<file path="config.mk">
export PLATFORM = sky130hd
export DESIGN_NAME = round_robin_task_scheduler
export DESIGN_NICKNAME = d
export VERILOG_FILES = /design/src/rtl/rrts_pkg.sv /design/src/rtl/rrts_ctrl.sv /design/src/rtl/rrts_datapath.sv /design/src/rtl/round_robin_task_scheduler.sv
export VERILOG_INCLUDE_DIRS = /design/src /design/src/rtl
export SDC_FILE = /design/constraint.sdc
export NUM_CORES = 1
export LEC_CHECK = 0
export ABC_AREA = 1
export BUFFER_PORTS_ARGS = -buffer_cell sky130_fd_sc_hd__buf_4
export CAP_MARGIN = 20
export CORE_ASPECT_RATIO = 0.8
export CORE_MARGIN = 5
export CORE_UTILIZATION = 48
export CTS_CLUSTER_DIAMETER = 80
export DETAILED_ROUTE_END_ITERATION = 10
export GPL_ROUTABILITY_DRIVEN = 1
export PLACE_DENSITY = 0.64
export REMOVE_ABC_BUFFERS = 1
export SLEW_MARGIN = 10
export SYNTH_ARGS = -nofsm -noshare
export SYNTH_HDL_FRONTEND = slang
export SYNTH_SLANG_ARGS = --single-unit
</file>
<file path="constraint.sdc">
create_clock -name clk -period 8.7 [get_ports clk]
set_clock_uncertainty 0.2 [all_clocks]
set_input_delay 2.175 -clock clk [delete_from_list [all_inputs] [get_ports clk]]
set_output_delay 2.175 -clock clk [all_outputs]
set_load 0.01 [all_outputs]
</file>
<file path="src/rtl/round_robin_task_scheduler_assert.svh">
// Assertion macros for the round-robin task scheduler.
// Used by the top level; expects clk and rst_n in the including scope.
`ifndef ROUND_ROBIN_TASK_SCHEDULER_ASSERT_SVH
`define ROUND_ROBIN_TASK_SCHEDULER_ASSERT_SVH

`ifndef SYNTHESIS
`define RRTS_ASSERT_NOW(label, ante, cons) \
    label: assert property (@(posedge clk) disable iff (!rst_n) (ante) |-> (cons)) \
        else $error("Same-cycle check failed.");
`define RRTS_ASSERT_NEXT(label, ante, cons) \
    label: assert property (@(posedge clk) disable iff (!rst_n) (ante) |=> (cons)) \
        else $error("Next-cycle check failed.");
`else
`define RRTS_ASSERT_NOW(label, ante, cons)
`define RRTS_ASSERT_NEXT(label, ante, cons)
`endif

`endif

</file>
<file path="src/rtl/rrts_pkg.sv">
// Shared types and constants for the round-robin task scheduler.
// Used by the controller, the datapath and the top level; depends on nothing.
package rrts_pkg;

    localparam int NUM_SLOTS  = 32;
    localparam int IDX_W      = $clog2(NUM_SLOTS);
    localparam int CNT_W      = $clog2(NUM_SLOTS + 1);
    localparam int TASK_ID_W  = 5;
    localparam int REQ_W      = 3;
    localparam int PRIO_W     = 3;
    localparam int STATE_W    = 2;
    localparam int KEY_W      = 16;
    localparam int QUANT_W    = 8;
    localparam int DELAY_W    = 16;
    localparam int CFG_IDX_W  = 1;
    localparam int CFG_DATA_W = 8;

    localparam logic [QUANT_W-1:0] QUANTUM_MS_RST = 8'd2;
    localparam logic [PRIO_W-1:0]  SLOT0_PRIO_RST = 3'd1;

    typedef enum logic [REQ_W-1:0] {
        REQ_TICK      = 3'd0,
        REQ_CREATE    = 3'd1,
        REQ_SET_STATE = 3'd2,
        REQ_UNBLOCK   = 3'd3,
        REQ_ISSUE_KEY = 3'd4
    } req_t;

    typedef enum logic [STATE_W-1:0] {
        ST_STOP  = 2'd0,
        ST_WAIT  = 2'd1,
        ST_RUN   = 2'd2,
        ST_BLOCK = 2'd3
    } slot_state_t;

    typedef enum logic [CFG_IDX_W-1:0] {
        CFG_QUANTUM_MS       = 1'b0,
        CFG_INITIAL_PRIORITY = 1'b1
    } cfg_reg_t;

    typedef enum logic [1:0] {
        ADDR_CUR  = 2'd0,
        ADDR_SCAN = 2'd1,
        ADDR_NEXT = 2'd2
    } addr_sel_t;

    typedef enum logic [3:0] {
        S_IDLE,
        S_DEMOTE,
        S_TAKE,
        S_REBUILD,
        S_RETAKE,
        S_SELECT,
        S_CREATE,
        S_UNBLOCK,
        S_SET_STATE,
        S_ISSUE_KEY,
        S_FINISH
    } ctrl_state_t;

    typedef struct packed {
        logic      latch_in;
        addr_sel_t addr_sel;
        logic      demote;
        logic      take;
        logic      rebuild_start;
        logic      rebuild_step;
        logic      keep_current;
        logic      select_next;
        logic      scan_start;
        logic      create_step;
        logic      unblock_step;
        logic      set_state;
        logic      issue_key;
        logic      stage_clear;
        logic      load_out;
    } dp_cmd_t;

    typedef struct packed {
        logic snap_avail;
        logic scan_last;
        logic create_hit;
        logic unblock_hit;
    } dp_status_t;

    function automatic logic [TASK_ID_W-1:0] to_task_id(input logic [IDX_W-1:0] idx);
        logic [TASK_ID_W+IDX_W-1:0] wide;
        wide = {{TASK_ID_W{1'b0}}, idx};
        return wide[TASK_ID_W-1:0];
    endfunction

endpackage

</file>
<file path="src/rtl/rrts_ctrl.sv">
// Controller state machine of the round-robin task scheduler.
// Depends on rrts_pkg; drives the datapath commands and the channel handshakes.
module rrts_ctrl (
    input  logic                           clk,
    input  logic                           rst_n,
    input  logic                           in_valid,
    output logic                           in_ready,
    input  logic [rrts_pkg::REQ_W-1:0]     req_type,
    output logic                           out_valid,
    input  logic                           out_ready,
    input  rrts_pkg::dp_status_t           status,
    output rrts_pkg::dp_cmd_t              cmd
);
    import rrts_pkg::*;

    ctrl_state_t state_reg;
    ctrl_state_t state_next;
    logic        out_valid_reg;
    logic        out_valid_next;

    always_ff @(posedge clk or negedge rst_n)
    begin
        if (!rst_n)
        begin
            state_reg     <= S_IDLE;
            out_valid_reg <= 1'b0;
        end
        else
        begin
            state_reg     <= state_next;
            out_valid_reg <= out_valid_next;
        end
    end

    always_comb
    begin
        state_next     = state_reg;
        cmd            = '0;
        cmd.addr_sel   = ADDR_SCAN;
        in_ready       = 1'b0;
        out_valid_next = out_valid_reg && !out_ready;
        case (state_reg)
            S_IDLE:
            begin
                in_ready = 1'b1;
                if (in_valid)
                begin
                    cmd.latch_in = 1'b1;
                    case (req_t'(req_type))
                        REQ_TICK:      state_next = S_DEMOTE;
                        REQ_CREATE:
                        begin
                            cmd.scan_start = 1'b1;
                            state_next     = S_CREATE;
                        end
                        REQ_SET_STATE: state_next = S_SET_STATE;
                        REQ_UNBLOCK:
                        begin
                            cmd.scan_start = 1'b1;
                            state_next     = S_UNBLOCK;
                        end
                        REQ_ISSUE_KEY: state_next = S_ISSUE_KEY;
                        default:
                        begin
                            cmd.stage_clear = 1'b1;
                            state_next      = S_FINISH;
                        end
                    endcase
                end
            end
            S_DEMOTE:
            begin
                cmd.addr_sel = ADDR_CUR;
                cmd.demote   = 1'b1;
                state_next   = S_TAKE;
            end
            S_TAKE:
            begin
                if (status.snap_avail)
                begin
                    cmd.take   = 1'b1;
                    state_next = S_SELECT;
                end
                else
                begin
                    cmd.rebuild_start = 1'b1;
                    state_next        = S_REBUILD;
                end
            end
            S_REBUILD:
            begin
                cmd.addr_sel     = ADDR_SCAN;
                cmd.rebuild_step = 1'b1;
                if (status.scan_last)
                begin
                    state_next = S_RETAKE;
                end
            end
            S_RETAKE:
            begin
                if (status.snap_avail)
                begin
                    cmd.take = 1'b1;
                end
                else
                begin
                    cmd.keep_current = 1'b1;
                end
                state_next = S_SELECT;
            end
            S_SELECT:
            begin
                cmd.addr_sel    = ADDR_NEXT;
                cmd.select_next = 1'b1;
                state_next      = S_FINISH;
            end
            S_CREATE:
            begin
                cmd.addr_sel    = ADDR_SCAN;
                cmd.create_step = 1'b1;
                if (status.create_hit)
                begin
                    state_next = S_FINISH;
                end
                else if (status.scan_last)
                begin
                    cmd.stage_clear = 1'b1;
                    state_next      = S_FINISH;
                end
            end
            S_UNBLOCK:
            begin
                cmd.addr_sel     = ADDR_SCAN;
                cmd.unblock_step = 1'b1;
                if (status.unblock_hit)
                begin
                    state_next = S_FINISH;
                end
                else if (status.scan_last)
                begin
                    cmd.stage_clear = 1'b1;
                    state_next      = S_FINISH;
                end
            end
            S_SET_STATE:
            begin
                cmd.addr_sel  = ADDR_CUR;
                cmd.set_state = 1'b1;
                state_next    = S_FINISH;
            end
            S_ISSUE_KEY:
            begin
                cmd.issue_key = 1'b1;
                state_next    = S_FINISH;
            end
            S_FINISH:
            begin
                if (!out_valid_reg || out_ready)
                begin
                    cmd.load_out   = 1'b1;
                    out_valid_next = 1'b1;
                    state_next     = S_IDLE;
                end
            end
            default:
            begin
                state_next = S_IDLE;
            end
        endcase
    end

    assign out_valid = out_valid_reg;

endmodule

</file>
<file path="src/rtl/rrts_datapath.sv">
// Datapath of the round-robin task scheduler: slot table, snapshot list,
// counters, configuration and result registers. Depends on rrts_pkg.
module rrts_datapath (
    input  logic                              clk,
    input  logic                              rst_n,
    input  rrts_pkg::dp_cmd_t                 cmd,
    output rrts_pkg::dp_status_t              status,
    input  logic                              cfg_write,
    input  logic [rrts_pkg::CFG_IDX_W-1:0]    cfg_index,
    input  logic [rrts_pkg::CFG_DATA_W-1:0]   cfg_data,
    input  logic [rrts_pkg::PRIO_W-1:0]       priority_req,
    input  logic [rrts_pkg::STATE_W-1:0]      new_state,
    input  logic [rrts_pkg::KEY_W-1:0]        blocker_key,
    output logic [rrts_pkg::TASK_ID_W-1:0]    task_id,
    output logic                              ok,
    output logic [rrts_pkg::DELAY_W-1:0]      delay_ms,
    output logic [rrts_pkg::KEY_W-1:0]        issued_key
);
    import rrts_pkg::*;

    slot_state_t            slot_state_reg [NUM_SLOTS];
    logic [PRIO_W-1:0]      slot_prio_reg  [NUM_SLOTS];
    logic [KEY_W-1:0]       slot_key_reg   [NUM_SLOTS];
    logic [IDX_W-1:0]       snap_list_reg  [NUM_SLOTS];
    logic [CNT_W-1:0]       snap_len_reg;
    logic [CNT_W-1:0]       snap_pos_reg;
    logic [IDX_W-1:0]       cur_reg;
    logic [IDX_W-1:0]       next_reg;
    logic [IDX_W-1:0]       scan_reg;
    logic [KEY_W-1:0]       next_key_reg;
    logic [QUANT_W-1:0]     quantum_reg;

    logic [PRIO_W-1:0]      in_prio_reg;
    slot_state_t            in_state_reg;
    logic [KEY_W-1:0]       in_key_reg;

    logic [TASK_ID_W-1:0]   stage_id_reg;
    logic                   stage_ok_reg;
    logic [DELAY_W-1:0]     stage_delay_reg;
    logic [KEY_W-1:0]       stage_key_reg;
    logic [TASK_ID_W-1:0]   task_id_reg;
    logic                   ok_reg;
    logic [DELAY_W-1:0]     delay_reg;
    logic [KEY_W-1:0]       issued_reg;

    logic [IDX_W-1:0]          rd_addr;
    slot_state_t               state_rd;
    logic [PRIO_W-1:0]         prio_rd;
    logic [KEY_W-1:0]          key_rd;
    logic                      state_we;
    slot_state_t               state_wdata;
    logic                      prio_we;
    logic                      key_we;
    logic [KEY_W-1:0]          key_wdata;
    logic                      snap_we;
    logic [KEY_W-1:0]          key_issue;
    logic [PRIO_W+QUANT_W-1:0] quantum_product;

    always_comb
    begin
        case (cmd.addr_sel)
            ADDR_CUR:  rd_addr = cur_reg;
            ADDR_NEXT: rd_addr = next_reg;
            default:   rd_addr = scan_reg;
        endcase
    end

    assign state_rd = slot_state_reg[rd_addr];
    assign prio_rd  = slot_prio_reg[rd_addr];
    assign key_rd   = slot_key_reg[rd_addr];

    assign status.snap_avail  = (snap_pos_reg < snap_len_reg);
    assign status.scan_last   = (scan_reg == IDX_W'(NUM_SLOTS - 1));
    assign status.create_hit  = (state_rd == ST_STOP);
    assign status.unblock_hit = (state_rd == ST_BLOCK) && (key_rd == in_key_reg);

    // The product of a 3-bit priority and an 8-bit quantum never reaches
    // the 16-bit saturation limit, so a zero extension is exact.
    assign quantum_product = prio_rd * quantum_reg;
    assign key_issue       = (next_key_reg == '0) ? KEY_W'(1) : next_key_reg;

    always_comb
    begin
        state_we    = 1'b0;
        state_wdata = ST_WAIT;
        prio_we     = 1'b0;
        key_we      = 1'b0;
        key_wdata   = '0;
        if (cmd.demote && (state_rd == ST_RUN))
        begin
            state_we = 1'b1;
        end
        if (cmd.select_next)
        begin
            state_we    = 1'b1;
            state_wdata = ST_RUN;
        end
        if (cmd.create_step && status.create_hit)
        begin
            state_we = 1'b1;
            prio_we  = 1'b1;
        end
        if (cmd.unblock_step && status.unblock_hit)
        begin
            state_we = 1'b1;
            key_we   = 1'b1;
        end
        if (cmd.set_state)
        begin
            state_we    = 1'b1;
            state_wdata = in_state_reg;
            if (in_state_reg == ST_BLOCK)
            begin
                key_we    = 1'b1;
                key_wdata = in_key_reg;
            end
        end
    end

    assign snap_we = cmd.rebuild_step && (state_rd == ST_WAIT);

    always_ff @(posedge clk or negedge rst_n)
    begin
        if (!rst_n)
        begin
            for (int i = 0; i < NUM_SLOTS; i++)
            begin
                slot_state_reg[i] <= ST_STOP;
                slot_prio_reg[i]  <= '0;
                snap_list_reg[i]  <= '0;
            end
            slot_state_reg[0] <= ST_WAIT;
            slot_prio_reg[0]  <= SLOT0_PRIO_RST;
            snap_len_reg      <= CNT_W'(1);
            snap_pos_reg      <= '0;
            cur_reg           <= '0;
            next_reg          <= '0;
            scan_reg          <= '0;
            next_key_reg      <= KEY_W'(1);
            quantum_reg       <= QUANTUM_MS_RST;
        end
        else
        begin
            if (state_we)
            begin
                slot_state_reg[rd_addr] <= state_wdata;
            end
            if (prio_we)
            begin
                slot_prio_reg[rd_addr] <= in_prio_reg;
            end
            if (snap_we)
            begin
                snap_list_reg[snap_len_reg[IDX_W-1:0]] <= scan_reg;
            end

            if (cmd.rebuild_start)
            begin
                snap_len_reg <= '0;
            end
            else if (snap_we)
            begin
                snap_len_reg <= snap_len_reg + CNT_W'(1);
            end

            if (cmd.rebuild_start)
            begin
                snap_pos_reg <= '0;
            end
            else if (cmd.take)
            begin
                snap_pos_reg <= snap_pos_reg + CNT_W'(1);
            end

            if (cmd.take)
            begin
                next_reg <= snap_list_reg[snap_pos_reg[IDX_W-1:0]];
            end
            else if (cmd.keep_current)
            begin
                next_reg <= cur_reg;
            end

            if (cmd.select_next)
            begin
                cur_reg <= next_reg;
            end

            if (cmd.scan_start || cmd.rebuild_start)
            begin
                scan_reg <= '0;
            end
            else if (cmd.rebuild_step
                     || (cmd.create_step && !status.create_hit)
                     || (cmd.unblock_step && !status.unblock_hit))
            begin
                scan_reg <= scan_reg + IDX_W'(1);
            end

            if (cmd.issue_key)
            begin
                next_key_reg <= key_issue + KEY_W'(1);
            end

            if (cfg_write)
            begin
                case (cfg_reg_t'(cfg_index))
                    CFG_QUANTUM_MS:
                    begin
                        quantum_reg <= cfg_data[QUANT_W-1:0];
                    end
                    CFG_INITIAL_PRIORITY:
                    begin
                        // No register is kept for this index; slot zero takes its priority
                        // of one from reset, so a written value is never seen.
                    end
                    default:
                    begin
                    end
                endcase
            end
        end
    end

    always_ff @(posedge clk)
    begin
        if (key_we)
        begin
            slot_key_reg[rd_addr] <= key_wdata;
        end

        if (cmd.latch_in)
        begin
            in_prio_reg  <= priority_req;
            in_state_reg <= slot_state_t'(new_state);
            in_key_reg   <= blocker_key;
        end

        if (cmd.stage_clear)
        begin
            stage_id_reg    <= '0;
            stage_ok_reg    <= 1'b0;
            stage_delay_reg <= '0;
            stage_key_reg   <= '0;
        end
        else if (cmd.select_next)
        begin
            stage_id_reg    <= to_task_id(next_reg);
            stage_ok_reg    <= 1'b1;
            stage_delay_reg <= DELAY_W'(quantum_product);
            stage_key_reg   <= '0;
        end
        else if ((cmd.create_step && status.create_hit)
                 || (cmd.unblock_step && status.unblock_hit))
        begin
            stage_id_reg    <= to_task_id(scan_reg);
            stage_ok_reg    <= 1'b1;
            stage_delay_reg <= '0;
            stage_key_reg   <= '0;
        end
        else if (cmd.set_state)
        begin
            stage_id_reg    <= to_task_id(cur_reg);
            stage_ok_reg    <= 1'b1;
            stage_delay_reg <= '0;
            stage_key_reg   <= '0;
        end
        else if (cmd.issue_key)
        begin
            stage_id_reg    <= '0;
            stage_ok_reg    <= 1'b1;
            stage_delay_reg <= '0;
            stage_key_reg   <= key_issue;
        end

        if (cmd.load_out)
        begin
            task_id_reg <= stage_id_reg;
            ok_reg      <= stage_ok_reg;
            delay_reg   <= stage_delay_reg;
            issued_reg  <= stage_key_reg;
        end
    end

    assign task_id    = task_id_reg;
    assign ok         = ok_reg;
    assign delay_ms   = delay_reg;
    assign issued_key = issued_reg;

endmodule

</file>
<file path="src/rtl/round_robin_task_scheduler.sv">
// Flow: a tick demotes the running slot and takes the next one from the snapshot, which is
// first rebuilt by a walk over all 32 slots when used up; create and unblock scan the slots.
// Setting the current state or issuing a key needs no scan, nor does an unknown request.
// One request at a time: the next is accepted in the cycle after the result is
// registered; the slot scan in the datapath sets the long cases. Reset is asynchronous.
// Top level: joins rrts_ctrl and rrts_datapath; depends on rrts_pkg and the assertion header.
`include "round_robin_task_scheduler_assert.svh"

module round_robin_task_scheduler (
    input  logic                              clk,
    input  logic                              rst_n,
    input  logic                              cfg_valid,
    output logic                              cfg_ready,
    input  logic [rrts_pkg::CFG_IDX_W-1:0]    cfg_index,
    input  logic [rrts_pkg::CFG_DATA_W-1:0]   cfg_data,
    input  logic                              in_valid,
    output logic                              in_ready,
    input  logic [rrts_pkg::REQ_W-1:0]        req_type,
    input  logic [rrts_pkg::PRIO_W-1:0]       priority_req,
    input  logic [rrts_pkg::STATE_W-1:0]      new_state,
    input  logic [rrts_pkg::KEY_W-1:0]        blocker_key,
    output logic                              out_valid,
    input  logic                              out_ready,
    output logic [rrts_pkg::TASK_ID_W-1:0]    task_id,
    output logic                              ok,
    output logic [rrts_pkg::DELAY_W-1:0]      delay_ms,
    output logic [rrts_pkg::KEY_W-1:0]        issued_key
);
    import rrts_pkg::*;

    dp_cmd_t    cmd;
    dp_status_t status;

    assign cfg_ready = 1'b1;

    rrts_ctrl u_ctrl (
        .clk       (clk),
        .rst_n     (rst_n),
        .in_valid  (in_valid),
        .in_ready  (in_ready),
        .req_type  (req_type),
        .out_valid (out_valid),
        .out_ready (out_ready),
        .status    (status),
        .cmd       (cmd)
    );

    rrts_datapath u_datapath (
        .clk          (clk),
        .rst_n        (rst_n),
        .cmd          (cmd),
        .status       (status),
        .cfg_write    (cfg_valid && cfg_ready),
        .cfg_index    (cfg_index),
        .cfg_data     (cfg_data),
        .priority_req (priority_req),
        .new_state    (new_state),
        .blocker_key  (blocker_key),
        .task_id      (task_id),
        .ok           (ok),
        .delay_ms     (delay_ms),
        .issued_key   (issued_key)
    );

    `RRTS_ASSERT_NEXT(a_busy_after_accept, in_valid && in_ready, !in_ready)
    `RRTS_ASSERT_NOW(a_load_when_free, cmd.load_out, !out_valid || out_ready)
    `RRTS_ASSERT_NOW(a_fail_is_quiet, out_valid && !ok, task_id == '0 && delay_ms == '0)
    `RRTS_ASSERT_NOW(a_key_implies_ok, out_valid && (issued_key != '0), ok)

endmodule

</file>
# --- Yosys cells after proc, flatten, opt, wreduce, memory -nomap -nowiden ---
# Memory sizes are Yosys's and may differ from the RTL's.
# Index checks and enable logic that the tools add are counted.
word_totals:
  elab_cells: 286
  memories: 1
  ram_bits: 512
  regBits: 463
  output_inout_bits: 41
  in_bits: 38
classes:
  bitwise: 4
  n_mul: 1
  order_cmp: 6
  n_eq_ne: 24
  n_addsub: 4
  mux: 93
  n_reduce_logical: 37
memory_table:
  columns: ["memory", "words", "width", "rd", "rd_ports_with_merged_regs", "wr", "line_no", "text"]
  rows:
  - ["u_datapath.slot_key_reg", 32, 16, 1, 0, 1, "rrts_datapath.sv:23", "logic [KEY_W-1:0] slot_key_reg [NUM_SLOTS];"]
ops:
  columns: ["operator", "count"]
  rows:
  - ["$bwmux 160", 1]
  - ["$bwmux 96", 1]
  - ["$bwmux 64", 1]
  - ["$mux 5", 11]
  - ["$mux 16", 3]
  - ["$mux 11", 4]
  - ["$mux 1", 42]
  - ["$pmux 4 s9", 1]
  - ["$bmux 5 s5", 1]
  - ["$demux 5 s5", 1]
  - ["$mux 4", 6]
  - ["$mux 6", 4]
  - ["$pmux 4 s5", 1]
  - ["$ge 6x6->1 const B", 3]
  - ["$not 5->6", 3]
  - ["$add 16x1->16 const B", 1]
  - ["$eq 16x16->1", 1]
  - ["$eq 4x3->1 const B", 4]
  - ["$logic_not 16->1", 1]
  - ["$bmux 3 s5", 1]
  - ["$demux 3 s5", 1]
  - ["$add 6x1->6 const B", 2]
  - ["$eq 4x4->1 const B", 3]
  - ["$lt 6x1->1 const B", 2]
  - ["other kinds (35)", 70]

# --- Longest topological paths before layout ---
# Gate-level depths: netlist of run 1.
logic_depth:
  word_depth: 17
  mapped_depth: 34
  ltp_nobuf: 32

# --- By module ---
# Synthesis of run 1 repeated with hierarchy kept, for this count alone.
hier_totals:
  hier_cells: 4758
  hier_area_um2: 43827.0
modules_own_cells:
  columns: ["module", "n_inst", "cells_per_inst", "seq_area_each_um2", "area_per_inst_um2"]
  rows:
  - ["rrts_datapath", 1, 4654, 26947.1, 43257.7]
  - ["rrts_ctrl", 1, 102, 125.1, 558.0]
  - ["round_robin_task_scheduler", 1, 2, 0.0, 11.3]

# --- Least setup slack after synthesis of run 1 ---
# No wires, ideal clock.
synth_path:
  path_type: "reg-to-reg"
  start: "reg u_ctrl.state_reg[1]"
  end: "reg u_datapath.stage_delay_reg[9]"
  path_stages_with_launch: 35
  setup_time_ns: 0.120
  arrival_ns: 4.654
  required_ns: 8.380
  setup_slack_ns: 3.727
  period_less_slack_ns: 4.973
  n_path_buf: 3
  cell_sequence: "dfrtp_1 -> inv_2 -> nand2_1 -> nor2_4 -> nand2_1 -> o21ai_2 -> nand2_1 -> nand2_2 -> inv_2 -> buf_4 -> nand2_1 -> clkbuf_1 -> buf_2 -> o22ai_1 -> o21ai_0 -> o2111a_1 -> nand2_1 -> inv_1 -> nand2_1 -> fa_1 -> inv_1 -> ha_1 -> a21oi_1 -> nor2_1 -> nor2_1 -> nor2_1 -> nor2_1 -> nor2_1 -> nor2_1 -> nor2_1 -> o21ai_0 -> nand2_1 -> or2_2 -> nand3_1 -> a21oi_1"
synth_between:
  elab_chain_cells: 15
  word_cells_on_any_way: 40
  classes_between: "1 x mul; 9 x eq/ne; 19 x mux; 1 x bitwise; 9 x reduce/logical; 1 x memory"
synth_lines:
  columns: ["element", "line_no", "text"]
  rows:
  - ["from (decl)", "rrts_ctrl.sv:16", "ctrl_state_t state_reg;"]
  - ["from (signal assigned)", "rrts_ctrl.sv:30", "state_reg <= state_next;"]
  - ["branches (longest 15 deep; another with $mul 3x8->11)", null, null]
  - ["to (signal assigned)", "rrts_datapath.sv:250", "stage_delay_reg <= DELAY_W'(quantum_product);"]
  - ["to (decl)", "rrts_datapath.sv:39", "logic [DELAY_W-1:0] stage_delay_reg;"]
# Parallel ways; which one is timed is not known. The select of a mux whose other input is x is not followed.
# A chain may end at the register's enable or synchronous reset.

# --- Final worst setup path of run 1 ---
layout_path:
  start: "reg u_ctrl.state_reg[0]"
  end: "reg u_datapath.stage_delay_reg[10]"
# Same word-level chain as after synthesis.

==> results.sh, run 1 <==
export IMPL_numCtsBuffers=100
export IMPL_r2r_start="u_ctrl.state_reg[0]"
export IMPL_vias=33243
export IMPL_io_pins=79
export IMPL_fin_nets=4905
export IMPL_grt_pass1_wl_mm=188
export IMPL_synth_xor_area_share_pct=0.276
export IMPL_cts_sinks=975
export IMPL_clock_path_buffers=3
export IMPL_p_leak_nw=21.5
export IMPL_min_path_cells=0
export IMPL_ys_ff_latch=975
export IMPL_globalplace_congestion=0.905
export IMPL_synthDistinctLibCells=55
export IMPL_power_per_cell_area_mw_per_mm2=333
export IMPL_clock_latency_ps=680
export IMPL_yosys_area_share_simple_pct=22.4
export IMPL_drive_gt1_share_pct=8.61
export IMPL_whs_ps=227
export IMPL_cts_clk_slew_worst_paths_ps=60
export IMPL_antenna_found_initial=0
export IMPL_gr_total_overflow=0
export IMPL_first_pass_iters=5
export IMPL_hold_viol_final=0
export IMPL_wl_per_cell_um=19.8
export IMPL_diodes=0
export IMPL_die_area_sq_mm=0.0986
export IMPL_rr_worst_depth=27
export IMPL_synth_area_mux_share_pct=0.102
export IMPL_ys_flop_type="edfxtp_1"
export IMPL_grt_max_degree=195
export IMPL_cp_startpoint="u_ctrl.state_reg[0]"
export IMPL_largest_reg_flops=512
export IMPL_drv_slew=0
export IMPL_end_kind="flip-flop"
export IMPL_setup_violations=0
export IMPL_final_cell_mix="nand2_1 (1718), edfxtp_1 (566), inv_1 (433)"
export IMPL_synth_compound_area_share_pct=8.86
export IMPL_cts_setup_buffers=0
export IMPL_drc_errors=0
export IMPL_outcome="finished, final reports clean"
export IMPL_fin_cells=6137
export IMPL_peakVddDrop_mv=0.304
export IMPL_detail_route_antenna_nets=0
export IMPL_placed_cells_incl_taps=5944
export IMPL_rr_endpoint="u_datapath.stage_delay_reg[10]"
export IMPL_required_ps=9080
export IMPL_synth_edff_count=566
export IMPL_synth_fa_ha_area_share_pct=0.937
export IMPL_max_slew_margin_pct=25.9
export IMPL_avgViaCountPerCell=5.42
export IMPL_synth_top_family_by_area="simple AND/OR/NAND/NOR gates"
export IMPL_final_common_cell="nand2_1"
export IMPL_min_path_type="flip-flop to flip-flop"
export IMPL_initial_core_util_pct=48.5
export IMPL_fin_crit_ps=7190
export IMPL_fmax_ghz=0.139
export IMPL_worst_r2r_setup_slack_ps=1510
export IMPL_coreArea_sq_mm=0.0914
export IMPL_syn_inst=4802
export IMPL_cts_resized=0
export IMPL_drt_iter0_markers=3673
export IMPL_tritoncts="built"
export IMPL_io_buffers=72
export IMPL_cts_max_level=3
export IMPL_path_class="flip-flop to flip-flop"
export IMPL_grt_pass1_vias=30912
export IMPL_fin_crit_sh_pct=82.6
export IMPL_die_width_um=350
export IMPL_rsz0062_at_grt="no"
export IMPL_syn_avg_cell_area_sq_um=9.24
export IMPL_dieHeight_um=282
export IMPL_dp_hpwl_mm=77.9
export IMPL_drv_cap=0
export IMPL_rows=99
export IMPL_holdBufCountCts=0
export IMPL_async_reset_ff_share_pct=38.6
export IMPL_root_buffer="clkbuf_16"
export IMPL_critical_path_endpoint="u_datapath.stage_delay_reg[10]"
export IMPL_syn_to_final_growth_pct=11.6
export IMPL_start_kind="flip-flop"
export IMPL_crit_fanout=87
export IMPL_grtUsageTotal_pct=24.6
export IMPL_synth_yosys_warnings=0
export IMPL_synth_area_sq_mm=0.0443
export IMPL_arrival_ps=7560
export IMPL_max_slew_worst_pin_slew_ps=1110
export IMPL_yosysSeqAreaShare_pct=61.0
export IMPL_wirelength_mm=122
==> report_power, final <==
group	leakage [nW]	internal, mW	switching, mW
Clock	1.58	2.43	1.82
Combinational	8.93	1.93	4.88
Sequential	11.0	5.19	0.245
==> final cells by class <==
cell class | count | area [sq um]
clock inverters | 38 | 325
clock buffers | 151 | 2910
repair buffers | 163 | 1360
well taps | 1212 | 1520
fillers | 8181 | 41900
flip-flops and latches | 975 | 27100
multi-input cells | 3148 | 14600
inverters | 450 | 1690
==> critical path: stages, from the launching register on <==
cell,delay (ps)
dfrtp_1,430
inv_2,100
nor2_4,50
nand2_2,210
nand4_4,670
nand2_8,530
buf_4,710
nand2_2,680
o22ai_1,420
o21ai_0,200
o2111a_1,210
nand2_1,210
inv_1,170
nand2_1,110
fa_1,410
inv_1,70
ha_1,190
fa_1,200
inv_1,60
o31ai_1,300
inv_1,80
nor2_1,130
nor2_1,60
o21bai_1,180
nand2_1,70
a21boi_0,140
o21ai_0,90
a21oi_1,180
==> through the flow <==
stage               setup slack [ps]  util (%)  area (sq um)  setup TNS [ps]  total power [mW]
finish                          1510      54.1         49500               0              16.5
global route                     905      54.1         49500               0              17.6
CTS                             1590      54.0         49400               0              16.4
detailed placement              1610      50.5         46200               0              12.2
global placement                1740      50.4         46100               0              12.1
floorplan                      -1510         -         43200         -663060              9.86
==> cells by family after synthesis <==
| kind of cell | after synthesis |
|---|---|
| buf+inv | 683 |
| flops | 975 |
| simple gates | 2367 |
| xor+xnor | 14 |
| other cells | 2 |
| mux | 4 |
| compound gates | 728 |
| fa+ha+maj | 29 |
==> synthesized netlist by cell type (3+ instances only) <==
library cell | instances | area (sq um)
o221ai_1 | 18 | 158
inv_2 | 8 | 30.0
nor2_2 | 8 | 50.1
dfstp_2 | 5 | 131
inv_1 | 435 | 1630
buf_2 | 53 | 265
o21ai_0 | 427 | 2140
buf_4 | 12 | 90.1
o21ai_1 | 139 | 696
edfxtp_1 | 566 | 17000
xor2_1 | 14 | 123
o22a_1 | 4 | 35.0
nor4_1 | 6 | 37.5
fa_1 | 7 | 140
nand4_1 | 35 | 219
buf_6 | 21 | 236
o311ai_0 | 3 | 26.3
nor2_1 | 286 | 1070
a21oi_1 | 35 | 175
o2111a_1 | 5 | 56.3
nand3_1 | 131 | 656
dfrtp_1 | 371 | 9280
nand2_1 | 1720 | 6460
nand3_2 | 3 | 30.0
nor3_2 | 41 | 410
dfxtp_1 | 33 | 661
nor3_1 | 25 | 125
clkbuf_1 | 130 | 488
mux2_2 | 4 | 45.0
clkinv_1 | 7 | 26.3
ha_1 | 22 | 275
a31oi_1 | 4 | 25.0
buf_1 | 17 | 63.8
o22ai_1 | 66 | 413
o211ai_1 | 14 | 105
nand2_2 | 5 | 31.3
nand3b_1 | 96 | 721
==> routing by layer <==
metal	GRT usage [%]	wire length, um	vias up
li1	-	-	15869
met1	38.2	56600	15937
met2	35.4	51100	1254
met3	4.94	10600	183
met4	6.66	3290	0
met5	0	0	-
==> how the worst min path moves through the flow <==
| stage | startpoint | endpoint |
|---|---|---|
| final | u_datapath.stage_key_reg[0] | u_datapath.issued_key[0] |
| after detailed placement | u_datapath.stage_key_reg[4] | u_datapath.issued_key[4] |
| after global routing | u_datapath.stage_key_reg[4] | u_datapath.issued_key[4] |
| after floorplan | u_datapath.stage_key_reg[0] | u_datapath.issued_key[0] |
| after CTS | u_datapath.stage_key_reg[0] | u_datapath.issued_key[0] |
| after global placement | u_datapath.stage_key_reg[0] | u_datapath.issued_key[0] |
Note: power is estimated with default switching activity, not from simulation.
==> run 2: changes to the inputs <==
==> constraint.sdc (replaced) <==
create_clock -name clk -period 6.78 [get_ports clk]
set_clock_uncertainty 0.2 [all_clocks]
set_input_delay 1.695 -clock clk [delete_from_list [all_inputs] [get_ports clk]]
set_output_delay 1.695 -clock clk [all_outputs]
set_load 0.01 [all_outputs]
==> run 2 against run 1 <==
  * Sequential share of layout area is 0.21 points lower
  * Worst setup slack worse by 900 ps
  * Die area unchanged
  * Clock power increased by 31%
  * Combinational power grew 27%
  * Final cell count grew 0.11%
  * Global-route usage fell by 0.29 points
  * Cell area up 0.38%
  * Fmax up 17%
  * Count of clock-buffer cells in the layout down 27
  * Largest cell class unchanged
  * Highest routed layer unchanged
==> results.sh, run 2 (same netlist as run 1, synthesis figures left out) <==
export IMPL_io_buffers=72
export IMPL_holdBufCountCts=0
export IMPL_outcome="finished, final reports clean"
export IMPL_end_kind="flip-flop"
export IMPL_final_cell_mix="nand2_1 (1718), edfxtp_1 (566), inv_1 (433)"
export IMPL_fmax_ghz=0.162
export IMPL_cts_sinks=975
export IMPL_grt_pass1_vias=30423
export IMPL_final_area_sq_mm=0.0497
export IMPL_whs_ps=228
export IMPL_tritoncts="built"
export IMPL_r2r_start="u_ctrl.state_reg[2]"
export IMPL_numCtsBuffers=98
export IMPL_drc_errors=0
export IMPL_crit_fanout=36
export IMPL_die_area_sq_mm=0.0986
export IMPL_power_per_cell_area_mw_per_mm2=427
export IMPL_drt_iter0_markers=3745
export IMPL_antenna_found_initial=0
export IMPL_grt_pass1_wl_mm=186
export IMPL_rr_endpoint="u_datapath.stage_delay_reg[9]"
export IMPL_diodes=0
export IMPL_setup_violations=0
export IMPL_hold_end="u_datapath.issued_key[6]"
export IMPL_cp_common_cell="nor2_1"
export IMPL_avgViaCountPerCell=5.39
export IMPL_grtUsageTotal_pct=24.3
export IMPL_dieHeight_um=282
export IMPL_wirelength_mm=121
export IMPL_initial_core_util_pct=48.5
export IMPL_globalplace_congestion=0.915
export IMPL_wl_per_cell_um=19.7
export IMPL_drv_cap=0
export IMPL_arrival_ps=6460
export IMPL_drive_gt1_share_pct=8.90
export IMPL_hold_viol_final=0
export IMPL_vias=33103
export IMPL_fin_tns_setup_ps=0
export IMPL_critical_path_max_stage_delay_ps=490
export IMPL_cts_clk_slew_worst_paths_ps=60
export IMPL_coreArea_sq_mm=0.0914
export IMPL_final_common_cell="nand2_1"
export IMPL_fin_crit_ps=6170
export IMPL_min_path_type="flip-flop to flip-flop"
export IMPL_fin_nets=4919
export IMPL_pre_cts_slack_ps=537
export IMPL_dp_hpwl_mm=76.8
export IMPL_detail_route_antenna_nets=0
export IMPL_placed_cells_incl_taps=5956
export IMPL_hold_start="u_datapath.stage_key_reg[6]"
export IMPL_p_leak_nw=21.6
export IMPL_setup_ws_ps=613
export IMPL_start_kind="flip-flop"
export IMPL_cts_max_level=3
export IMPL_path_class="flip-flop to flip-flop"
export IMPL_path_delay_family="simple AND/OR/NAND/NOR gates"
export IMPL_clock_path_buffers=3
export IMPL_grt_max_degree=201
export IMPL_postLayoutCoreUtil_pct=54.4
export IMPL_rows=99
export IMPL_max_slew_margin_pct=26.7
export IMPL_fin_cells=6144
export IMPL_drv_slew=0
export IMPL_fin_crit_sh_pct=91.0
export IMPL_first_pass_iters=5
export IMPL_syn_to_final_growth_pct=12.0
export IMPL_die_width_um=350
export IMPL_io_pins=79
export IMPL_largest_reg_flops=512
export IMPL_required_ps=7070
export IMPL_path_depth=32
export IMPL_total_power_mw=21.2
export IMPL_critPathBufInv=6
export IMPL_place_area_sq_mm=0.0463
export IMPL_min_path_cells=0
export IMPL_max_slew_worst_pin_slew_ps=1100
export IMPL_worst_r2r_setup_slack_ps=610
export IMPL_root_buffer="clkbuf_16"
export IMPL_worst_path_max_delay_cell="fa_1"
export IMPL_peakVddDrop_mv=0.362
export IMPL_rsz0062_at_grt="no"
export IMPL_rr_worst_depth=32
export IMPL_gr_total_overflow=0
export IMPL_clock_latency_ps=670
run 2: cell count changes in the layout (fill, tap and decap cells not counted), moves of 2 or more:
cell       previous run  this run
clkbuf_16           104        99
clkinv_4              2         5
clkbuf_8             13         8
buf_4               154       167
nor3_4                3         1
bufinv_16             4        13
clkbuf_1             34        17
nor3_2               40        42
clkinv_1             18        27
run 2: how the worst max path moves through the flow:
stage,from,to,slack (ps)
after detailed placement,u_ctrl.state_reg[1],u_datapath.stage_delay_reg[9],540
after floorplan,u_ctrl.state_reg[3],u_datapath.slot_key_reg[24][0],-3430
after global placement,u_ctrl.state_reg[1],u_datapath.stage_delay_reg[9],730
final,u_ctrl.state_reg[2],u_datapath.stage_delay_reg[9],610
after CTS,u_ctrl.state_reg[1],u_datapath.stage_delay_reg[9],510
after global routing,u_ctrl.state_reg[2],u_datapath.stage_delay_reg[9],150
run 2: per-layer routing:
| metal | track usage [%] | up-vias | wire, um |
|---|---|---|---|
| met5 | 0 | - | 0 |
| li1 | - | 15902 | - |
| met4 | 6.01 | 0 | 2900 |
| met2 | 35.2 | 1246 | 50700 |
| met3 | 5.16 | 157 | 11000 |
| met1 | 37.7 | 15798 | 56300 |
run 2: cell type report:
type / count / area, sq um
Timing Repair Buffer: 179 / 1520
Fill cell: 8210 / 41700
Clock buffer: 124 / 2650
Clock inverter: 56 / 631
Inverter: 450 / 1690
Tap cell: 1212 / 1520
Multi-Input combinational cell: 3148 / 14600
Sequential cell: 975 / 27100
run 2: timing repair:
item | in CTS | in global routing
buffers inserted | 0 | 4
gates resized for setup | 0 | 0
endpoints found under the setup margin | 0 | 2
run 2: report_power, final:
| group | switching (mW) | leakage [nW] | internal, mW | total [mW] |
|---|---|---|---|---|
| Clock | 2.31 | 1.60 | 3.26 | 5.57 |
| Combinational | 6.15 | 8.95 | 2.52 | 8.67 |
| Sequential | 0.312 | 11.0 | 6.66 | 6.97 |
